File: src/assert_macros.svh
// Assertion macros shared by the RTL of the phase current offset calibrator.
// Every macro expects clk_i and the active-low reset rst_ni in scope.
`ifndef ASSERT_MACROS_SVH
`define ASSERT_MACROS_SVH

// Property checked at every clock edge outside reset.
`define PCOC_ASSERT(lbl, prop, msg) \
  lbl: assert property (@(posedge clk_i) disable iff (!rst_ni) (prop)) \
    else $error(msg);

// Precondition in one cycle implies the consequence in the next.
`define PCOC_ASSERT_NEXT(lbl, pre, post, msg) \
  lbl: assert property (@(posedge clk_i) disable iff (!rst_ni) (pre) |=> (post)) \
    else $error(msg);

`endif

File: src/pcoc_pkg.sv
// Shared types and constants of the phase current offset calibrator.
// No dependencies; imported by every module of the block.
package pcoc_pkg;

  localparam int ADC_W       = 12;
  localparam int GAIN_W      = 24;
  localparam int CUR_W       = 20;
  localparam int CURV_W      = 21;
  localparam int CNT_W       = 7;
  localparam int FRAC_BITS   = 16;
  localparam int QUEUE_DEPTH = 4;
  localparam int PADDR_W     = 3;
  localparam int PDATA_W     = 32;

  localparam int CUR_MAX_MAG = (1 << (CUR_W - 1)) - 1;
  localparam int CUR_MIN_MAG = 1 << (CUR_W - 1);
  localparam logic signed [CUR_W-1:0] CUR_MAX_VAL = {1'b0, {(CUR_W - 1){1'b1}}};
  localparam logic signed [CUR_W-1:0] CUR_MIN_VAL = {1'b1, {(CUR_W - 1){1'b0}}};

  localparam logic signed [GAIN_W-1:0] GAIN_RESET = -24'sd528150;

  // register index taken from the word address
  localparam logic REG_GAIN = 1'b0;

  typedef enum logic {
    OP_CAL     = 1'b0,
    OP_CONVERT = 1'b1
  } op_e;

  typedef enum logic [1:0] {
    STEP_START  = 2'd0,
    STEP_ACCUM  = 2'd1,
    STEP_FINISH = 2'd2,
    STEP_DONE   = 2'd3
  } step_e;

  typedef struct packed {
    op_e              op;
    logic [ADC_W-1:0] u;
    logic [ADC_W-1:0] w;
  } item_t;

  typedef struct packed {
    logic full;
    logic empty;
  } q_stat_t;

endpackage

File: src/pcoc_front.sv
// Front end: input register that takes items, masks the samples and classifies them.
// Depends on pcoc_pkg; feeds pcoc_fifo.
module pcoc_front import pcoc_pkg::*; #(
  parameter int ADC_BITS = 12
) (
  input  logic             clk_i,
  input  logic             rst_ni,
  input  logic             in_valid_i,
  output logic             in_stall_o,
  input  logic             action_i,
  input  logic [ADC_W-1:0] adc_u_i,
  input  logic [ADC_W-1:0] adc_w_i,
  input  q_stat_t          q_stat_i,
  output logic             push_o,
  output item_t            push_item_o
);

  localparam int SMP_W = (ADC_BITS < ADC_W) ? ADC_BITS : ADC_W;
  localparam logic [ADC_W-1:0] SMP_MASK = {ADC_W{1'b1}} >> (ADC_W - SMP_W);

  logic  valid_q, valid_d;
  item_t item_q;
  logic  accept;

  assign push_o      = valid_q && !q_stat_i.full;
  assign in_stall_o  = valid_q && q_stat_i.full;
  assign accept      = in_valid_i && !in_stall_o;
  assign push_item_o = item_q;

  always_comb begin
    valid_d = valid_q;
    if (accept) begin
      valid_d = 1'b1;
    end else if (push_o) begin
      valid_d = 1'b0;
    end
  end

  always_ff @(posedge clk_i or negedge rst_ni) begin
    if (!rst_ni) begin
      valid_q <= 1'b0;
    end else begin
      valid_q <= valid_d;
    end
  end

  always_ff @(posedge clk_i) begin
    if (accept) begin
      item_q.op <= action_i ? OP_CONVERT : OP_CAL;
      item_q.u  <= adc_u_i & SMP_MASK;
      item_q.w  <= adc_w_i & SMP_MASK;
    end
  end

endmodule

File: src/pcoc_fifo.sv
// Short queue between the front end and the execute back end.
// Depends on pcoc_pkg for the item type and status struct.
module pcoc_fifo import pcoc_pkg::*; #(
  parameter int DEPTH = 4
) (
  input  logic    clk_i,
  input  logic    rst_ni,
  input  logic    push_i,
  input  item_t   item_i,
  input  logic    pop_i,
  output item_t   item_o,
  output q_stat_t stat_o
);

  localparam int PTR_W = $clog2(DEPTH);
  localparam int CNT_Q_W = $clog2(DEPTH + 1);

  item_t              mem_q [DEPTH];
  logic [PTR_W-1:0]   wr_ptr_q, wr_ptr_d;
  logic [PTR_W-1:0]   rd_ptr_q, rd_ptr_d;
  logic [CNT_Q_W-1:0] count_q, count_d;

  assign item_o       = mem_q[rd_ptr_q];
  assign stat_o.full  = (count_q == CNT_Q_W'(DEPTH));
  assign stat_o.empty = (count_q == '0);

  always_comb begin
    wr_ptr_d = wr_ptr_q;
    rd_ptr_d = rd_ptr_q;
    count_d  = count_q;
    if (push_i) begin
      wr_ptr_d = (wr_ptr_q == PTR_W'(DEPTH - 1)) ? '0 : wr_ptr_q + 1'b1;
    end
    if (pop_i) begin
      rd_ptr_d = (rd_ptr_q == PTR_W'(DEPTH - 1)) ? '0 : rd_ptr_q + 1'b1;
    end
    if (push_i && !pop_i) begin
      count_d = count_q + 1'b1;
    end else if (pop_i && !push_i) begin
      count_d = count_q - 1'b1;
    end
  end

  always_ff @(posedge clk_i or negedge rst_ni) begin
    if (!rst_ni) begin
      wr_ptr_q <= '0;
      rd_ptr_q <= '0;
      count_q  <= '0;
    end else begin
      wr_ptr_q <= wr_ptr_d;
      rd_ptr_q <= rd_ptr_d;
      count_q  <= count_d;
    end
  end

  always_ff @(posedge clk_i) begin
    if (push_i) begin
      mem_q[wr_ptr_q] <= item_i;
    end
  end

endmodule

File: src/pcoc_back.sv
// Back end: calibration sequencer, offset store, gain multiply, rounding and output register.
// Depends on pcoc_pkg and assert_macros.svh; takes items from pcoc_fifo.
`include "assert_macros.svh"
module pcoc_back import pcoc_pkg::*; #(
  parameter int CAL_SAMPLES = 100,
  parameter int ADC_BITS    = 12
) (
  input  logic                     clk_i,
  input  logic                     rst_ni,
  input  q_stat_t                  q_stat_i,
  input  item_t                    item_i,
  output logic                     pop_o,
  input  logic signed [GAIN_W-1:0] gain_i,
  output logic                     out_valid_o,
  input  logic                     out_stall_i,
  output logic signed [CUR_W-1:0]  cur_u_o,
  output logic signed [CURV_W-1:0] cur_v_o,
  output logic signed [CUR_W-1:0]  cur_w_o,
  output logic                     ready_res_o,
  output logic                     power_on_o
);

  localparam int SMP_W = (ADC_BITS < ADC_W) ? ADC_BITS : ADC_W;
  localparam longint SUM_MAX = longint'(CAL_SAMPLES) * ((longint'(1) << SMP_W) - 1);
  localparam int SUM_W   = $clog2(SUM_MAX + 1);
  localparam int DIFF_W  = SUM_W + 1;
  localparam int PROD_W  = DIFF_W + GAIN_W;
  localparam int QX_W    = ((PROD_W - FRAC_BITS) > CUR_W ? PROD_W - FRAC_BITS : CUR_W) + 1;
  // exact truncating divide by CAL_SAMPLES via rounded-up reciprocal
  localparam int DIV_SH  = SUM_W + $clog2(CAL_SAMPLES);
  localparam int RECIP_W = SUM_W + 2;
  localparam int QPROD_W = DIV_SH + SUM_W;
  localparam longint RECIP =
    ((longint'(1) << DIV_SH) + longint'(CAL_SAMPLES) - 1) / longint'(CAL_SAMPLES);
  localparam logic [RECIP_W-1:0] RECIP_C = RECIP_W'(RECIP);
  localparam logic [PROD_W-1:0] ROUND_HALF = PROD_W'(1) << (FRAC_BITS - 1);

  function automatic logic signed [CUR_W-1:0] round_sat(input logic signed [PROD_W-1:0] p);
    logic              neg;
    logic [PROD_W-1:0] mag;
    logic [PROD_W-1:0] rnd;
    logic [QX_W-1:0]   qx;
    logic signed [CUR_W-1:0] res;
    neg = p[PROD_W-1];
    mag = neg ? (~p + 1'b1) : p;
    rnd = mag + ROUND_HALF;   // ties go away from zero
    qx  = QX_W'(rnd >> FRAC_BITS);
    if (neg) begin
      res = (qx > QX_W'(CUR_MIN_MAG)) ? CUR_MIN_VAL : -$signed(qx[CUR_W-1:0]);
    end else begin
      res = (qx > QX_W'(CUR_MAX_MAG)) ? CUR_MAX_VAL : $signed(qx[CUR_W-1:0]);
    end
    return res;
  endfunction

  step_e             step_q, step_d;
  logic [CNT_W-1:0]  count_q, count_d;
  logic [SUM_W-1:0]  off_u_q, off_u_d, off_w_q, off_w_d;
  logic              ready_q, ready_d, power_q, power_d;
  logic              div_phase_q, div_phase_d;
  logic [QPROD_W-1:0] dq_u_q, dq_w_q;
  logic              dq_load;

  logic [SMP_W-1:0]  smp_u, smp_w;
  logic signed [DIFF_W-1:0] diff_u, diff_w;
  logic signed [PROD_W-1:0] prod_u, prod_w;
  logic              has_item, is_div, out_free, p_free, p_load;

  logic              p_valid_q, p_valid_d;
  logic signed [PROD_W-1:0] p_prod_u_q, p_prod_w_q;
  logic              p_ready_q, p_power_q;

  logic              out_valid_q, out_valid_d, out_load;
  logic signed [CUR_W-1:0] cu, cw;

  assign smp_u  = item_i.u[SMP_W-1:0];
  assign smp_w  = item_i.w[SMP_W-1:0];
  assign diff_u = $signed({1'b0, SUM_W'(smp_u)}) - $signed({1'b0, off_u_q});
  assign diff_w = $signed({1'b0, SUM_W'(smp_w)}) - $signed({1'b0, off_w_q});
  assign prod_u = PROD_W'(diff_u) * PROD_W'(gain_i);
  assign prod_w = PROD_W'(diff_w) * PROD_W'(gain_i);

  assign has_item = !q_stat_i.empty;
  assign is_div   = (item_i.op == OP_CAL) && (step_q == STEP_ACCUM) &&
                    (count_q == CNT_W'(CAL_SAMPLES));
  assign out_free = !out_valid_q || !out_stall_i;
  assign p_free   = !p_valid_q || out_free;

  // execute stage: sequencer next state and queue pop
  always_comb begin
    step_d      = step_q;
    count_d     = count_q;
    off_u_d     = off_u_q;
    off_w_d     = off_w_q;
    ready_d     = ready_q;
    power_d     = power_q;
    div_phase_d = div_phase_q;
    dq_load     = 1'b0;
    pop_o       = 1'b0;
    p_load      = 1'b0;
    if (has_item) begin
      if (is_div && !div_phase_q) begin
        // first step of the divide: register the reciprocal products
        dq_load     = 1'b1;
        div_phase_d = 1'b1;
      end else if (p_free) begin
        pop_o  = 1'b1;
        p_load = 1'b1;
        unique case (item_i.op)
          OP_CAL: begin
            unique case (step_q)
              STEP_START: begin
                power_d = 1'b1;
                step_d  = STEP_ACCUM;
              end
              STEP_ACCUM: begin
                if (count_q < CNT_W'(CAL_SAMPLES)) begin
                  off_u_d = off_u_q + SUM_W'(smp_u);
                  off_w_d = off_w_q + SUM_W'(smp_w);
                  count_d = count_q + 1'b1;
                end else begin
                  off_u_d     = dq_u_q[DIV_SH +: SUM_W];
                  off_w_d     = dq_w_q[DIV_SH +: SUM_W];
                  step_d      = STEP_FINISH;
                  div_phase_d = 1'b0;
                end
              end
              STEP_FINISH: begin
                power_d = 1'b0;
                ready_d = 1'b1;
                step_d  = STEP_DONE;
              end
              default: begin
                // calibrated: further ticks change nothing
              end
            endcase
          end
          OP_CONVERT: begin
          end
          default: begin
          end
        endcase
      end
    end
  end

  always_ff @(posedge clk_i or negedge rst_ni) begin
    if (!rst_ni) begin
      step_q      <= STEP_START;
      count_q     <= '0;
      off_u_q     <= '0;
      off_w_q     <= '0;
      ready_q     <= 1'b0;
      power_q     <= 1'b0;
      div_phase_q <= 1'b0;
    end else begin
      step_q      <= step_d;
      count_q     <= count_d;
      off_u_q     <= off_u_d;
      off_w_q     <= off_w_d;
      ready_q     <= ready_d;
      power_q     <= power_d;
      div_phase_q <= div_phase_d;
    end
  end

  always_ff @(posedge clk_i) begin
    if (dq_load) begin
      dq_u_q <= QPROD_W'(off_u_q) * QPROD_W'(RECIP_C);
      dq_w_q <= QPROD_W'(off_w_q) * QPROD_W'(RECIP_C);
    end
  end

  // product stage; calibration ticks carry a zero product
  assign p_valid_d = p_load || (p_valid_q && !out_free);

  always_ff @(posedge clk_i) begin
    if (p_load) begin
      p_prod_u_q <= (item_i.op == OP_CONVERT) ? prod_u : '0;
      p_prod_w_q <= (item_i.op == OP_CONVERT) ? prod_w : '0;
      p_ready_q  <= ready_d;
      p_power_q  <= power_d;
    end
  end

  // rounding, saturation and output register
  assign cu          = round_sat(p_prod_u_q);
  assign cw          = round_sat(p_prod_w_q);
  assign out_load    = p_valid_q && out_free;
  assign out_valid_d = out_load || (out_valid_q && out_stall_i);
  assign out_valid_o = out_valid_q;

  always_ff @(posedge clk_i or negedge rst_ni) begin
    if (!rst_ni) begin
      p_valid_q   <= 1'b0;
      out_valid_q <= 1'b0;
    end else begin
      p_valid_q   <= p_valid_d;
      out_valid_q <= out_valid_d;
    end
  end

  always_ff @(posedge clk_i) begin
    if (out_load) begin
      cur_u_o     <= cu;
      cur_w_o     <= cw;
      cur_v_o     <= -CURV_W'(cu) - CURV_W'(cw);
      ready_res_o <= p_ready_q;
      power_on_o  <= p_power_q;
    end
  end

  `PCOC_ASSERT_NEXT(a_ready_sticky, ready_q, ready_q, "ready flag dropped after calibration")
  `PCOC_ASSERT(a_flags_excl, !(ready_q && power_q), "power stage on while calibrated")
  `PCOC_ASSERT(a_div_state, !div_phase_q || is_div, "divide pending outside end of accumulation")
  `PCOC_ASSERT(a_count_bound, count_q <= CNT_W'(CAL_SAMPLES), "sample count overran")

endmodule

File: src/phase_current_offset_calibrator.sv
// Phase current offset calibrator, top level: APB gain register, front end, queue, back end.
// Results pass the input register, the queue, the product register and the output register.
// Throughput: one item per cycle unless the output stalls; the tick that divides the offset
// sums holds execute (reciprocal multiply, then offset write); later items queue behind it.
// Reset is asynchronous, active low; it clears the sequencer, flags, offsets and the queue
// and loads the reset gain. No clearing pass is needed.
module phase_current_offset_calibrator import pcoc_pkg::*; #(
  parameter int CAL_SAMPLES = 100,
  parameter int ADC_BITS    = 12
) (
  input  logic                     clk_i,
  input  logic                     rst_ni,
  input  logic                     psel,
  input  logic                     penable,
  input  logic                     pwrite,
  input  logic [PADDR_W-1:0]       paddr,
  input  logic [PDATA_W-1:0]       pwdata,
  output logic [PDATA_W-1:0]       prdata,
  output logic                     pready,
  input  logic                     in_valid_i,
  output logic                     in_stall_o,
  input  logic                     action_i,
  input  logic [ADC_W-1:0]         adc_u_i,
  input  logic [ADC_W-1:0]         adc_w_i,
  output logic                     out_valid_o,
  input  logic                     out_stall_i,
  output logic signed [CUR_W-1:0]  cur_u_o,
  output logic signed [CURV_W-1:0] cur_v_o,
  output logic signed [CUR_W-1:0]  cur_w_o,
  output logic                     ready_res_o,
  output logic                     power_on_o
);

  logic signed [GAIN_W-1:0] gain_q;
  logic    reg_idx;
  logic    gain_wr;
  logic    push, pop;
  item_t   push_item, head_item;
  q_stat_t q_stat;

  // word address: bit 2 selects the register, byte offset ignored
  assign reg_idx = paddr[2];
  assign pready  = 1'b1;
  assign gain_wr = psel && penable && pwrite && pready && (reg_idx == REG_GAIN);
  assign prdata  = (reg_idx == REG_GAIN) ? PDATA_W'(gain_q) : '0;

  always_ff @(posedge clk_i or negedge rst_ni) begin
    if (!rst_ni) begin
      gain_q <= GAIN_RESET;
    end else if (gain_wr) begin
      gain_q <= $signed(pwdata[GAIN_W-1:0]);
    end
  end

  pcoc_front #(
    .ADC_BITS (ADC_BITS)
  ) u_front (
    .clk_i       (clk_i),
    .rst_ni      (rst_ni),
    .in_valid_i  (in_valid_i),
    .in_stall_o  (in_stall_o),
    .action_i    (action_i),
    .adc_u_i     (adc_u_i),
    .adc_w_i     (adc_w_i),
    .q_stat_i    (q_stat),
    .push_o      (push),
    .push_item_o (push_item)
  );

  pcoc_fifo #(
    .DEPTH (QUEUE_DEPTH)
  ) u_fifo (
    .clk_i  (clk_i),
    .rst_ni (rst_ni),
    .push_i (push),
    .item_i (push_item),
    .pop_i  (pop),
    .item_o (head_item),
    .stat_o (q_stat)
  );

  pcoc_back #(
    .CAL_SAMPLES (CAL_SAMPLES),
    .ADC_BITS    (ADC_BITS)
  ) u_back (
    .clk_i       (clk_i),
    .rst_ni      (rst_ni),
    .q_stat_i    (q_stat),
    .item_i      (head_item),
    .pop_o       (pop),
    .gain_i      (gain_q),
    .out_valid_o (out_valid_o),
    .out_stall_i (out_stall_i),
    .cur_u_o     (cur_u_o),
    .cur_v_o     (cur_v_o),
    .cur_w_o     (cur_w_o),
    .ready_res_o (ready_res_o),
    .power_on_o  (power_on_o)
  );

endmodule

File: config.mk
export PLATFORM = sky130hd
export DESIGN_NAME = phase_current_offset_calibrator
export DESIGN_NICKNAME = d
export VERILOG_FILES = /design/src/pcoc_pkg.sv /design/src/pcoc_front.sv /design/src/pcoc_fifo.sv /design/src/pcoc_back.sv /design/src/phase_current_offset_calibrator.sv
export VERILOG_INCLUDE_DIRS = /design/src /design/src/src
export SDC_FILE = /design/constraint.sdc
export NUM_CORES = 2
export LEC_CHECK = 0
export ABC_AREA = 1
export ABC_CLOCK_PERIOD_IN_PS = 9450
export BUFFER_PORTS_ARGS = -buffer_cell sky130_fd_sc_hd__buf_4
export CELL_PAD_IN_SITES_DETAIL_PLACEMENT = 1
export CELL_PAD_IN_SITES_GLOBAL_PLACEMENT = 2
export CORE_ASPECT_RATIO = 1.25
export CORE_MARGIN = 2
export CORE_UTILIZATION = 37
export DETAILED_ROUTE_END_ITERATION = 16
export GPL_ROUTABILITY_DRIVEN = 0
export PLACE_DENSITY = 0.82
export SYNTH_ARGS = -nofsm -noshare
export SYNTH_HDL_FRONTEND = slang
export SYNTH_SLANG_ARGS = --single-unit
File: constraint.sdc
create_clock -name clk_i -period 9.45 [get_ports clk_i]
set_input_delay 1.89 -clock clk_i [delete_from_list [all_inputs] [get_ports clk_i]]
set_output_delay 1.89 -clock clk_i [all_outputs]
set_load 0.005 [all_outputs]
# Yosys cells after proc, flatten, opt, wreduce, memory -nomap -nowiden
# Memories as Yosys holds them, arrays and structs flattened.
# Cells that the tools add are included.
# classes
magnitude_cmp	5
eq_ne	9
bitwise	6
mul	4
n_addsub	17
n_reduce_logical	38
n_mux	42
# ops
cell	count
20-bit two-way mux	6
44-bit by 1-bit adder with 44-bit output, second input constant	2
44-bit by 16-bit adder with 44-bit output, second input constant	2
20-bit by 24-bit multiplier with 44-bit output	2
44-bit two-way mux	2
44-bit NOT	2
19-bit by 20-bit multiplier with 39-bit output, second input constant	2
28-bit by 19-bit greater-than comparator with 1-bit output, second input constant	2
28-bit by 20-bit greater-than comparator with 1-bit output, second input constant	2
20-bit negation	2
12-bit by 19-bit subtractor with 20-bit output	2
19-bit by 12-bit adder with 19-bit output	2
19-bit two-way mux	2
32-bit two-way mux	1
1-bit two-way mux	24
20-bit negation with 21-bit output	1
21-bit by 20-bit subtractor with 21-bit output	1
1-bit logical AND	14
6-bit AND reduction	2
5-bit AND reduction	2
1-bit logical NOT	9
2-bit nonzero test	4
7-bit by 1-bit adder with 7-bit output, second input constant	1
7-bit == test, second input constant	1
other kinds (18)	31
# word_totals
ram_bits	100
memories	1
out_inout_bits	98
regBits	340
wordCells	150
inputBits	67
# memory_table
memory	words	width	read_ports	rd_ports_with_merged_regs	wr	line	rtl
u_fifo.mem_q	4	25	1	0	1	pcoc_fifo.sv:18	item_t mem_q [DEPTH];

# Logic depth before layout (Yosys ltp)
# An unclocked memory read counts as a cell.
# logic_depth
ltp_word	10
ltp_mapped	53
mapped_depth_nobuf	50

# Modules after synthesis
# A second synthesis with hierarchy kept.
# hier_totals
cells_unflattened	8652
area_unflattened_um2	72037.8
# modules_own_cells
mod	seq_area_each_um2	area_each_um2	instances	cells_per_inst
pcoc_back	6676.4	65521.6	1	8107
pcoc_fifo	3178.0	4429.2	1	344
phase_current_offset_calibrator	620.6	1283.7	1	168
pcoc_front	775.7	803.3	1	33

# Worst setup path after synthesis
# Ideal clock, no wire load.
# synth_path
kind	register to register
from	register u_fifo.rd_ptr_q[0]
to	register u_back.p_prod_u_q[38] (data pin)
n_path_buf	5
stages_incl_launch_ff	49
setup_slack_ns	0.459
period_less_slack_ns	8.991
t_required_ns	9.199
setup_time_ns	0.251
arrival_ns	8.740
cell_sequence	dfrtp_1 -> buf_2 -> inv_2 -> clkbuf_1 -> buf_1 -> nor2_1 -> o22ai_1 -> ha_1 -> clkbuf_1 -> a21oi_1 -> o21bai_1 -> nand2_1 -> nand2_1 -> a21oi_1 -> inv_1 -> nand2_1 -> nand2_1 -> a21oi_1 -> [13 not listed] -> fa_1 -> inv_1 -> fa_1 -> fa_1 -> ha_1 -> nand2_1 -> nor2_1 -> inv_1 -> o21ai_0 -> a21boi_0 -> o21ai_0 -> a21oi_1 -> o21ai_0 -> a21oi_1 -> inv_1 -> nand2_1 -> inv_1 -> nor2_1
# synth_via
elab_chain_len	3
# synth_rtl
element	line	rtl
from (decl)	pcoc_fifo.sv:20	logic [PTR_W-1:0] rd_ptr_q, rd_ptr_d;
from (signal assigned)	pcoc_fifo.sv:51	rd_ptr_q <= rd_ptr_d;
memory read 4 x 25 bit (*)	n/a	
12-bit by 19-bit subtractor with 20-bit output	pcoc_back.sv:78	assign diff_u = $signed({1'b0, SUM_W'(smp_u)}) - $signed({1'b0, off_u_q});
20-bit by 24-bit multiplier with 44-bit output	pcoc_back.sv:80	assign prod_u = PROD_W'(diff_u) * PROD_W'(gain_i);
to (signal assigned)	pcoc_back.sv:179	p_prod_u_q <= (item_i.op == OP_CONVERT) ? prod_u : '0;
to (decl)	pcoc_back.sv:70	logic signed [PROD_W-1:0] p_prod_u_q, p_prod_w_q;
# Every way passes the cells marked *; elsewhere a longest branch is shown, timed or not.
# A chain may end at the register's enable or synchronous reset.

# Final worst setup path
# layout_path
from	register u_fifo.rd_ptr_q[0]
to	register u_back.p_prod_w_q[33] (data pin)
# layout_via
elab_chain_len	3
# layout_rtl
element	line	rtl
memory read 4 x 25 bit (*)	n/a	
12-bit by 19-bit subtractor with 20-bit output	pcoc_back.sv:79	assign diff_w = $signed({1'b0, SUM_W'(smp_w)}) - $signed({1'b0, off_w_q});
20-bit by 24-bit multiplier with 44-bit output	pcoc_back.sv:81	assign prod_w = PROD_W'(diff_w) * PROD_W'(gain_i);
to (signal assigned)	pcoc_back.sv:180	p_prod_w_q <= (item_i.op == OP_CONVERT) ? prod_w : '0;
to (decl)	pcoc_back.sv:70	
# Marked as above.

==> qor.yml <==
synth_top_cell_by_area: "fa_1"
postSynthAreaPerCell_um2: 8.362
ys_warn_count: 0
nets: 11136
synth_area_leaders: "fa_1 (35%), edfxtp_1 (13%), ha_1 (12%)"
cts_num_sinks: 388
hold_viol_final: 0
hp-class: "register to register"
synth_ff_type: "edfxtp_1"
dp_cells: 11606
setup_violations: 0
dp_hpwl_mm: 204.5
grt_max_degree: 70
slowest_delay_ns: 0.61
whs_ns: 0.4441
die_area_um2: 197200
criticalPathCategory: "register to register"
drive_above_1_share_pct: 15.40
worst_slew_pin_slew_ns: 1.236
rsz0062_at_grt: "yes"
synth_area_um2: 71640
start_util_pct: 37.25
max_cap_viol_count: 0
synth_edf_count: 304
max_freq_ghz: 0.1064
skew_ns: 0.06758
critical_path.max_fanout: 11
drt_iter0_markers: 2789
clk_latency_ns: 0.70
cts_made_buffers: 46
drcViolationCount: 0
cts_tree: "done"
viasPerCell: 5.071
grt_pass1_wl_mm: 379.2
synth_cells: 8567
io_pins: 165
syn_to_final_growth_pct: 16.42
dieWidth_um: 397.6
grt_pass1_vias: 66877
cts_root_buf: "clkbuf_16"
worstPathArrival_ns: 9.80
drt_first_pass_iters: 7
portBuffers: 153
cp_common_cell: "fa_1"
ys_seq_area_share_pct: 15.71
synthArstFlopShare_pct: 21.65
stdcell_count: 11751
grt-ovfl-total: 0
critPathRequiredTime_ns: 9.85
cts_max_path_buffers: 3
fin_crit_ns: 9.398
wirelength_mm: 245.6
dieHeight_um: 496.0
synth_top_area_share_pct: 34.71
status: "complete, no violations"
htree_num_levels: 2
hold_buffers: 0
synth_common_cells: "inv_1 (2,073), nand2_1 (1,530), fa_1 (1,242)"
finalCritPeriodShare_pct: 99.45
core_area_um2: 192300
ys_ff_latch: 388
nFillCells: 23028
num_vias: 59593
wl_per_cell_um: 20.90
cp_slowest_cell: "fa_1"
slew-limit-headroom_pct: 17.52
syn-num-nets: 10541
ant_nets: 0
fin_util_pct: 43.36
num_rows: 180
setup_ws_ns: 0.05171
clk_pin_slew_ns: 0.07
synth_cell_types: 65
synth.most_common_cell: "inv_1"
grt_usage_pct: 25.01
pre_cts_ws_ns: -0.7802
report.final.slew_viol_count: 0
worst_setup_path_start_kind: "register"
cp-end-kind: "register"
antenna_found_initial: 2
## critical path, delay by kind of cell, from the launching register on
kind	cells	cell delay [ns]
compound gates	10	1.35
fa+ha+maj	9	4.21
flops	1	0.49
simple gates	11	1.10
buf+inv	17	1.94
## layer usage
metal	wire length, um	vias up	track usage, %	share of wire [%]
met1	95120	30693	29.37	39
met5	0	-	0	0
met4	13720	0	11.48	5.6
li1	-	27139	-	-
met3	9654	493	2.643	3.9
met2	127100	1268	45.62	52
## flip-flops by register name, indices dropped and copies added, names as in the netlist, 13 cells and up
name / cells
u_back.off_w_q: 19
u_back.p_prod_w_q: 44
u_front.push_item_o: 25
u_back.dq_u_q: 13
u_fifo.mem_q: 100
u_back.off_u_q: 19
gain_q: 24
u_back.dq_w_q: 13
u_back.cur_u_o: 20
u_back.cur_v_o: 21
u_back.cur_w_o: 20
u_back.p_prod_u_q: 44
## through the flow
| step | area (um2) | TNS (ns) |
|---|---|---|
| after CTS | 81610 | -0.07537 |
| after detailed placement | 79780 | -16.08 |
| after global placement | 79780 | -7.358 |
| after global routing | 83390 | -4.974 |
| after floorplan | 71640 | 0 |
| final | 83400 | 0 |
## worst paths after layout
| path | start | end | slack, ns | cells past startpoint |
|---|---|---|---|---|
| max | u_fifo.rd_ptr_q[0] | u_back.p_prod_w_q[33] | 0.05 | 47 |
| min in group asynchronous | rst_ni | u_back.count_q[4] | 1.18 | 1 |
| min | u_back.p_power_q | u_back.power_on_o | 0.44 | 0 |
| max reg2reg | u_fifo.rd_ptr_q[0] | u_back.p_prod_w_q[33] | 0.05 | 47 |
| min reg2reg | u_back.p_power_q | u_back.power_on_o | 0.44 | 0 |
| max in group asynchronous | rst_ni | u_back.off_u_q[18] | 6.84 | 2 |
## placed cells by master, fill, tap and decap left out, types with 226 or more instances in the layout
master	instances
nand2_1	1493
inv_1	2038
o21ai_0	226
nor2_1	749
ha_1	637
edfxtp_1	304
nand3_1	275
buf_4	732
a21oi_1	309
fa_1	1216
## cell families after synthesis
logic type	Yosys count	synth area share, %
other	1	0.005235
and+or+nand+nor	2932	17.36
AOI/OAI and AO/OA	852	6.698
xor gates and xnor gates	101	1.235
DFF	388	15.71
buffers and inverters	2385	12.65
muxes	1	0.01572
adders and majority gates	1907	46.32
## timing repair
item / in CTS / in global routing
gates cloned: 1 / 2
endpoints found under the hold margin: 0 / 0
resized for setup: 75 / 336
setup buffers: 7 / 47
endpoints found under the setup margin: 39 / 43
pin swaps: 26 / 114
## layout make-up
type | instances | area [um2] | share of cell area, %
clock buffer | 57 | 1234 | 1.479
tap | 2548 | 3188 | 3.823
timing repair buffer | 796 | 6554 | 7.858
timing repair inverter | 1 | 5.005 | 0.006001
inverter | 2135 | 8031 | 9.630
antenna | 3 | 7.507 | 0.009002
sequential | 388 | 11250 | 13.49
multi-input combinational | 5794 | 52820 | 63.34
clock inverter | 29 | 304.0 | 0.3646
Power is left out: the tool's default activity adds up to more than one toggle a clock period on the data nets, which glitch-free logic cannot reach.
